$ cat src/rtl/cbd_pkg.sv
// cbd_pkg: shared constants and result type for the chunked body deframer
// no dependencies
`timescale 1ns / 1ps

package cbd_pkg;

  localparam int SIZE_BITS = 31;
  localparam int BYTE_W    = 8;

  // framing status codes
  localparam logic [1:0] ST_BUSY = 2'd0;
  localparam logic [1:0] ST_DONE = 2'd1;
  localparam logic [1:0] ST_BAD  = 2'd2;

  // line characters
  localparam logic [BYTE_W-1:0] CH_CR = 8'h0d;
  localparam logic [BYTE_W-1:0] CH_LF = 8'h0a;

  typedef logic [SIZE_BITS-1:0] size_t;

  typedef struct packed {
    logic              payload_valid;
    logic [BYTE_W-1:0] payload_byte;
    logic [1:0]        framing_status;
    logic              body_done;
  } result_t;

endpackage

$ cat src/rtl/cbd_in_if.sv
// cbd_in_if: input byte channel of the chunked body deframer
// no dependencies
`timescale 1ns / 1ps

interface cbd_in_if;
  logic       valid;
  logic       ready;
  logic [7:0] body_byte;
  logic       end_of_body;

  modport source(output valid, output body_byte, output end_of_body, input ready);
  modport sink(input valid, input body_byte, input end_of_body, output ready);
endinterface

$ cat src/rtl/cbd_out_if.sv
// cbd_out_if: result channel of the chunked body deframer
// no dependencies
`timescale 1ns / 1ps

interface cbd_out_if;
  logic       valid;
  logic       ready;
  logic       payload_valid;
  logic [7:0] payload_byte;
  logic [1:0] framing_status;
  logic       body_done;

  modport source(output valid, output payload_valid, output payload_byte,
                 output framing_status, output body_done, input ready);
  modport sink(input valid, input payload_valid, input payload_byte,
               input framing_status, input body_done, output ready);
endinterface

$ cat src/rtl/chunked_body_deframer_top.sv
// a result is registered and shows in the cycle after its byte is accepted
// throughput: one byte per cycle while results are taken; the framing state updates on each accepted byte
// the result register frees as it is taken, so a stalled sink holds input off
// reset: synchronous active-low rst_n returns the deframer to an empty size
// line and empties the result register
`timescale 1ns / 1ps

module chunked_body_deframer_top (
  input logic       clk,
  input logic       rst_n,
  cbd_in_if.sink    in_ch,
  cbd_out_if.source out_ch
);
  import cbd_pkg::*;

  logic    in_ready;
  logic    accept;
  result_t step_res;
  result_t out_res;

  assign accept      = in_ch.valid && in_ready;
  assign in_ch.ready = in_ready;

  cbd_core u_core (
    .clk         (clk),
    .rst_n       (rst_n),
    .accept      (accept),
    .body_byte   (in_ch.body_byte),
    .end_of_body (in_ch.end_of_body),
    .res         (step_res)
  );

  cbd_out_stage u_out (
    .clk       (clk),
    .rst_n     (rst_n),
    .in_valid  (in_ch.valid),
    .in_ready  (in_ready),
    .in_res    (step_res),
    .out_valid (out_ch.valid),
    .out_ready (out_ch.ready),
    .out_res   (out_res)
  );

  assign out_ch.payload_valid  = out_res.payload_valid;
  assign out_ch.payload_byte   = out_res.payload_byte;
  assign out_ch.framing_status = out_res.framing_status;
  assign out_ch.body_done      = out_res.body_done;

endmodule

$ cat src/rtl/cbd_core.sv
// cbd_core: framing state register and per-byte decode of the chunked body
// depends on cbd_pkg
`timescale 1ns / 1ps

module cbd_core (
  input  logic                        clk,
  input  logic                        rst_n,
  input  logic                        accept,
  input  logic [cbd_pkg::BYTE_W-1:0]  body_byte,
  input  logic                        end_of_body,
  output cbd_pkg::result_t            res
);
  import cbd_pkg::*;

  localparam logic [2:0] PH_SIZE = 3'd0;
  localparam logic [2:0] PH_EXT  = 3'd1;
  localparam logic [2:0] PH_DATA = 3'd2;
  localparam logic [2:0] PH_CR   = 3'd3;
  localparam logic [2:0] PH_LF   = 3'd4;
  localparam logic [2:0] PH_DONE = 3'd5;
  localparam logic [2:0] PH_BAD  = 3'd6;

  logic [2:0] phase_r, phase_nxt;
  logic       digit_r, digit_nxt;
  size_t      size_r, size_nxt;

  logic       sb_en;
  size_t      sb_size;
  logic       sb_digit;
  logic       hex_ok;
  logic [3:0] hex_val;

  // hex digit decode
  always_comb begin
    hex_ok  = 1'b1;
    hex_val = 4'd0;
    if (body_byte >= 8'h30 && body_byte <= 8'h39) begin
      hex_val = 4'(body_byte - 8'h30);
    end else if (body_byte >= 8'h61 && body_byte <= 8'h66) begin
      hex_val = 4'(body_byte - 8'h57);
    end else if (body_byte >= 8'h41 && body_byte <= 8'h46) begin
      hex_val = 4'(body_byte - 8'h37);
    end else begin
      hex_ok = 1'b0;
    end
  end

  always_comb begin
    phase_nxt = phase_r;
    digit_nxt = digit_r;
    size_nxt  = size_r;
    sb_en     = 1'b0;
    sb_size   = size_r;
    sb_digit  = digit_r;
    res.payload_valid = 1'b0;
    res.payload_byte  = '0;

    case (phase_r)
      PH_SIZE: begin
        sb_en = 1'b1;
      end
      PH_EXT: begin
        if (body_byte == CH_LF) begin
          phase_nxt = (size_r == '0) ? PH_DONE : PH_DATA;
          digit_nxt = 1'b0;
        end
      end
      PH_DATA: begin
        res.payload_valid = 1'b1;
        res.payload_byte  = body_byte;
        size_nxt = size_r - size_t'(1);
        if (size_r == size_t'(1)) begin
          phase_nxt = PH_CR;
        end
      end
      PH_CR, PH_LF: begin
        phase_nxt = PH_SIZE;
        digit_nxt = 1'b0;
        size_nxt  = '0;
        sb_size   = '0;
        sb_digit  = 1'b0;
        if (phase_r == PH_CR && body_byte == CH_CR) begin
          phase_nxt = PH_LF;
          size_nxt  = size_r;
        end else if (body_byte != CH_LF) begin
          // a missing line end: this byte opens the next size line
          sb_en = 1'b1;
        end
      end
      PH_DONE: begin
      end
      default: begin
        phase_nxt = PH_BAD;
      end
    endcase

    if (sb_en) begin
      if (hex_ok) begin
        if (sb_size[SIZE_BITS-1 -: 4] != 4'd0) begin
          phase_nxt = PH_BAD;
        end else begin
          size_nxt  = {sb_size[SIZE_BITS-5:0], hex_val};
          digit_nxt = 1'b1;
        end
      end else if (!sb_digit) begin
        phase_nxt = PH_BAD;
      end else if (body_byte == CH_LF) begin
        phase_nxt = (sb_size == '0) ? PH_DONE : PH_DATA;
        digit_nxt = 1'b0;
      end else begin
        phase_nxt = PH_EXT;
      end
    end

    if (phase_nxt == PH_DONE) begin
      res.framing_status = ST_DONE;
    end else if (phase_nxt == PH_BAD) begin
      res.framing_status = ST_BAD;
    end else begin
      res.framing_status = ST_BUSY;
    end
    res.body_done = end_of_body;
  end

  always_ff @(posedge clk) begin
    if (!rst_n) begin
      phase_r <= PH_SIZE;
      digit_r <= 1'b0;
      size_r  <= '0;
    end else if (accept) begin
      if (end_of_body) begin
        phase_r <= PH_SIZE;
        digit_r <= 1'b0;
        size_r  <= '0;
      end else begin
        phase_r <= phase_nxt;
        digit_r <= digit_nxt;
        size_r  <= size_nxt;
      end
    end
  end

`ifndef SYNTHESIS
  a_eob_restart: assert property (@(posedge clk) disable iff (!rst_n)
    accept && end_of_body |=> phase_r == PH_SIZE && size_r == '0 && !digit_r)
    else $error("block did not restart after end of body");

  a_data_nonzero: assert property (@(posedge clk) disable iff (!rst_n)
    phase_r == PH_DATA |-> size_r != '0)
    else $error("payload phase with zero bytes remaining");

  a_done_sticky: assert property (@(posedge clk) disable iff (!rst_n)
    accept && !end_of_body && phase_r == PH_DONE |=> phase_r == PH_DONE)
    else $error("completed body left done phase");
`endif

endmodule

$ cat src/rtl/cbd_out_stage.sv
// cbd_out_stage: result register between decode logic and result channel
// depends on cbd_pkg
`timescale 1ns / 1ps

module cbd_out_stage (
  input  logic             clk,
  input  logic             rst_n,
  input  logic             in_valid,
  output logic             in_ready,
  input  cbd_pkg::result_t in_res,
  output logic             out_valid,
  input  logic             out_ready,
  output cbd_pkg::result_t out_res
);
  import cbd_pkg::*;

  logic    valid_r;
  result_t res_r;

  // a new transfer enters when the slot is empty or drains this cycle
  assign in_ready  = !valid_r || out_ready;
  assign out_valid = valid_r;
  assign out_res   = res_r;

  always_ff @(posedge clk) begin
    if (!rst_n) begin
      valid_r <= 1'b0;
    end else if (in_ready) begin
      valid_r <= in_valid;
    end
  end

  always_ff @(posedge clk) begin
    if (in_ready && in_valid) begin
      res_r <= in_res;
    end
  end

`ifndef SYNTHESIS
  a_accept_shows: assert property (@(posedge clk) disable iff (!rst_n)
    in_valid && in_ready |=> valid_r)
    else $error("accepted byte produced no result");
`endif

endmodule

$ cat src/flat_wrapper.sv
// flat-port wrapper written by rule: the top's interface ports become plain ports
module chunked_body_deframer_top_flat import cbd_pkg::*;
  (clk, rst_n, in_ch_valid, in_ch_body_byte, in_ch_end_of_body, in_ch_ready, out_ch_valid, out_ch_payload_valid, out_ch_payload_byte, out_ch_framing_status, out_ch_body_done, out_ch_ready);
  cbd_in_if in_ch_i ();
  cbd_out_if out_ch_i ();
  input logic clk;
  input logic rst_n;
  input wire logic [$bits(in_ch_i.valid)-1:0] in_ch_valid;
  input wire logic [$bits(in_ch_i.body_byte)-1:0] in_ch_body_byte;
  input wire logic [$bits(in_ch_i.end_of_body)-1:0] in_ch_end_of_body;
  output wire logic [$bits(in_ch_i.ready)-1:0] in_ch_ready;
  output wire logic [$bits(out_ch_i.valid)-1:0] out_ch_valid;
  output wire logic [$bits(out_ch_i.payload_valid)-1:0] out_ch_payload_valid;
  output wire logic [$bits(out_ch_i.payload_byte)-1:0] out_ch_payload_byte;
  output wire logic [$bits(out_ch_i.framing_status)-1:0] out_ch_framing_status;
  output wire logic [$bits(out_ch_i.body_done)-1:0] out_ch_body_done;
  input wire logic [$bits(out_ch_i.ready)-1:0] out_ch_ready;
  assign in_ch_i.valid = in_ch_valid;
  assign in_ch_i.body_byte = in_ch_body_byte;
  assign in_ch_i.end_of_body = in_ch_end_of_body;
  assign in_ch_ready = in_ch_i.ready;
  assign out_ch_valid = out_ch_i.valid;
  assign out_ch_payload_valid = out_ch_i.payload_valid;
  assign out_ch_payload_byte = out_ch_i.payload_byte;
  assign out_ch_framing_status = out_ch_i.framing_status;
  assign out_ch_body_done = out_ch_i.body_done;
  assign out_ch_i.ready = out_ch_ready;
  chunked_body_deframer_top u_core (.clk(clk), .rst_n(rst_n), .in_ch(in_ch_i), .out_ch(out_ch_i));
endmodule
$ cat config.mk
export PLATFORM = sky130hd
export DESIGN_NAME = chunked_body_deframer_top_flat
export DESIGN_NICKNAME = d
export VERILOG_FILES = /design/src/rtl/cbd_pkg.sv /design/src/rtl/cbd_in_if.sv /design/src/rtl/cbd_out_if.sv /design/src/rtl/chunked_body_deframer_top.sv /design/src/rtl/cbd_core.sv /design/src/rtl/cbd_out_stage.sv /design/src/flat_wrapper.sv
export SDC_FILE = /design/constraint.sdc
export NUM_CORES = 1
export LEC_CHECK = 0
export ABC_AREA = 1
export BUFFER_PORTS_ARGS = -buffer_cell sky130_fd_sc_hd__buf_2
export CAP_MARGIN = 20
export CORE_ASPECT_RATIO = 0.5
export CORE_MARGIN = 5
export CORE_UTILIZATION = 35
export CTS_CLUSTER_DIAMETER = 100
export CTS_CLUSTER_SIZE = 8
export DETAILED_ROUTE_END_ITERATION = 12
export GPL_TIMING_DRIVEN = 0
export HOLD_SLACK_MARGIN = 0.06
export PLACE_DENSITY = 0.47
export SLEW_MARGIN = 20
export SYNTH_ARGS = -nofsm -noshare
export SYNTH_HDL_FRONTEND = slang
export SYNTH_SLANG_ARGS = --single-unit
export TNS_END_PERCENT = 20
$ cat constraint.sdc
create_clock -name clk -period 5.25 [get_ports clk]
set_input_delay 1.575 -clock clk [delete_from_list [all_inputs] [get_ports clk]]
set_output_delay 1.575 -clock clk [all_outputs]
set_load 0.005 [all_outputs]
==> results by stage <==
Critical path:
- The combined buffer and inverter count along the critical path is 3.
- The largest individual stage delay along the critical path comes from the cell sky130_fd_sc_hd__buf_2.
- Data arrives at the worst endpoint at 1910 ps.
- STA puts the critical path data required time at 3680 ps.
- The launching element type of the critical path is an input pin.
- The critical path endpoint category is an output port.
- Walking the worst path, the cells encountered are buf_2 > inv_1 > nand2_1 > buf_2.
- Of all nets on the critical path, the largest fanout is 3.
- On the worst path, the slowest cell contributes a delay of 130 ps.
- The most prevalent standard cell on the critical path is sky130_fd_sc_hd__buf_2.
- The cell family contributing the most delay on the critical path is buffers and inverters.
- The worst setup path category is input pin to output port.

Synth:
- In the post-synthesis netlist, the biggest area contributors are sky130_fd_sc_hd__nand2_1, sky130_fd_sc_hd__dfxtp_1, sky130_fd_sc_hd__edfxtp_1.
- The area share of the leading cell type in the synthesized netlist is 22.6%.
- The synthesized design spends more area on one cell type than any other, namely sky130_fd_sc_hd__nand2_1.
- Among all flip-flop cells after synthesis, the most frequent one is sky130_fd_sc_hd__dfxtp_1.
- The count of state elements after synthesis is 48.
- Yosys mapped a number of flops with a built-in enable equal to 12.
- Of all flip-flops after synthesis, the portion carrying an async set or reset was 0%.
- Counting instances in the post-synthesis netlist gives the leading cell types as sky130_fd_sc_hd__nand2_1, sky130_fd_sc_hd__nor2_1, sky130_fd_sc_hd__nand3_1.
- In the post-synthesis netlist, the cell with the most instances is sky130_fd_sc_hd__nand2_1.
- The netlist area before placement is 0.00394 mm^2.
- The number of nets handed over by synthesis was 692.
- The total of warnings raised by yosys is 0.
- The part of the Yosys area used for sequential elements is 27.4%.
- In the synthesized netlist, the number of instances is 673.
- In this run, distinct cell masters in the synthesized netlist total 35.
- The synthesized area per cell is 5.85 um^2.

Global routing:
- For this run, the total global-route usage over all layers was measured as 21.1%.
- Entering global routing, the biggest net connects 17 pins.
- The initial antenna violation count was 0.
- The global-route congestion overflow total is 0.
- The via count of the first global-routing pass came to 4137.
- The first global-routing pass estimated 23000 um of wire.

Drt:
- The total via count in the routed design is 4427.
- After the first detailed-routing iteration, the DRC count stood at 405.
- The remaining antenna violation count after routing is 0.
- The first-pass detailed-route iteration total is 5.
- The routed design has 14200 um of wire.
- The remaining routing DRC violations is 0.
- The vias per cell is 5.20.
- After detailed routing, the average wire length per cell comes to 16.7 um.

Timing:
- The sum of negative setup slack is 0 ps.
- The slew of the pin with the lowest slew margin is 806 ps.
- The final-report hold violation count is 0.
- The final number of setup-violating endpoints is 0.
- Measured against its own limit, the worst slew margin works out to 46.1%.
- The setup clock skew after layout is 5.66 ps.
- The shortest clock period the worst path allows after layout is 3490 ps.
- Timing would allow up to 287 MHz.
- Setup repair after global routing left no endpoint under its margin.
- The share of the clock period used by the worst path after layout is 66.4%.
- The number of pins with negative max-slew slack in the final report is 0.

Floorplan:
- The die covers 0.0136 mm^2.
- The top-level port count is 27.
- From left edge to right edge, the die measures 160 um.
- After floorplanning, the core was sized to cover 0.0110 mm^2.
- The floorplan step set the die height to 85.0 um.
- For this configuration, the core starts out at a cell density of 35.8%.
- The initialized floorplan defines 27 standard-cell rows.

Placed design:
- Including well taps, the total number of placed cells is 844.
- The total half-perimeter wirelength after legalization and detailed placement is 10600 um.
- Routability-driven placement finished with a final weighted congestion of 0.907.
- In this run the tool buffered the top-level ports with 26 buffer cells.

Run:
- Max-cap violations in this run came to 0.

Power:
- In this run the static leakage power is 2.09 nW.
- The worst-case IR drop observed on VDD is 118 uV.
- The total design power is 0.00114 W.
- The power density over the cells is 259 mW/mm^2.

Cells and area:
- The count of placed standard cells in the final layout, fillers left out is 852.
- At the end of the flow, the number of nets in the layout was 725.
- Of the cells placed in the final design, the portion with a size suffix greater than 1 is 12.2%.
- The repair_antennas step left the layout with diodes totalling 0.
- From synthesis to final layout, the design area changed by 12.3%.

Clock network:
- The number of hold-repair buffers added at the cts stage is 0.
- The later pin in the worst-skew pair is clocked with a latency of 300 ps.
- The clock input transition at the sequential cells of the worst setup and hold paths is 70 ps.
- After clock tree synthesis, the repair step resized 0 gates.
- TritonCTS built the clock tree.
- The clock net in this run drives a total of 48 sinks.
- The number of levels the H-tree was split into is 2.
- The cell at the root of the clock tree is sky130_fd_sc_hd__clkbuf_16.
- The TritonCTS buffer count is 5.
- The clock passes through at most 2 buffers.
- After clock tree synthesis, the setup repair step added 0 buffers.

Min path:
- The classification of the worst-slack hold path is flop to flop.

Run status:
- The run finished with clean final reports.
==> cell usage in the layout (no fill, tap or decap), drive strengths merged <==
cell    count
nand2     244
dfxtp      36
o31ai       1
nand3b      1
o211ai      5
or2         2
o21bai      2
xor2        2
bufinv      1
buf        44
clkinv      3
a21oi      47
nor2       84
a21o        1
inv        68
edfxtp     12
nand4      31
ha          6
nand3      74
clkbuf     15
o21ai      25
nor3        3
==> stage by stage <==
step	area [um^2]	setup slack [ps]	util, %	hold WS (ps)
after global routing	4420	1730	40.2	511
after CTS	4420	1750	40.2	492
after floorplan	3940	2000	-	458
after global placement	4250	1680	38.6	475
after detailed placement	4250	1660	38.6	480
final	4420	1760	40.2	491
==> kinds of logic after synthesis <==
family	count (synthesis)	share of synthesized area [%]
DFF	48	27.4
buffers and inverters	97	10.5
AOI/OAI and AO/OA	81	11.1
xor gates and xnor gates	2	0.445
adders and majority gates	6	1.91
and+or+nand+nor	439	48.7
==> power by group <==
part	total (W)	internal [W]	switching, W	leakage, nW
Clock	0.000390	0.000227	0.000163	0.0840
Sequential	0.000408	0.000394	0.0000136	0.412
Combinational	0.000348	0.000102	0.000246	1.59
Total	0.00114	0.000723	0.000422	2.09
==> flip-flops by register name, indices dropped and copies added (netlist names) <==
register	flops
u_core.u_core.digit_r	1
u_core.u_out.out_valid	1
u_core.u_out.out_res	12
u_core.u_core.phase_r	3
u_core.u_core.size_r	31
==> worst paths after layout <==
path | depth (start not counted) | to | from | slack (ps)
setup / recovery | 4 | in_ch_ready | out_ch_ready | 1760
hold / removal | 2 | u_core.u_core.size_r[0] | u_core.u_core.size_r[0] | 490
setup reg to reg | 13 | u_core.u_core.size_r[30] | u_core.u_core.size_r[1] | 3010
hold reg to reg | 2 | u_core.u_core.size_r[0] | u_core.u_core.size_r[0] | 490
==> worst min-delay path, delay by kind of cell (launching register included) <==
kind,cells,cell delay (ps)
flops,1,330
simple gates,1,60
compound gates,1,60
==> routing by layer <==
metal	routed length [um]	vias to the layer above	share of wire [%]	track usage, %
met1	7490	2014	53	31.6
met2	5500	148	39	30.7
li1	-	2253	-	-
met5	0	-	0	0
met4	117	0	0.82	3.98
met3	1080	12	7.6	4.90
==> area by class of cell <==
type / count / area, um^2
Inverter: 69 / 262
Clock buffer: 5 / 125
Buffer: 28 / 151
Clock inverter: 3 / 47.5
Tap cell: 145 / 181
Fill cell: 1266 / 6590
Timing Repair Buffer: 26 / 130
Multi-Input combinational cell: 528 / 2440
Sequential cell: 48 / 1080
(Power assumes the default switching activity.)
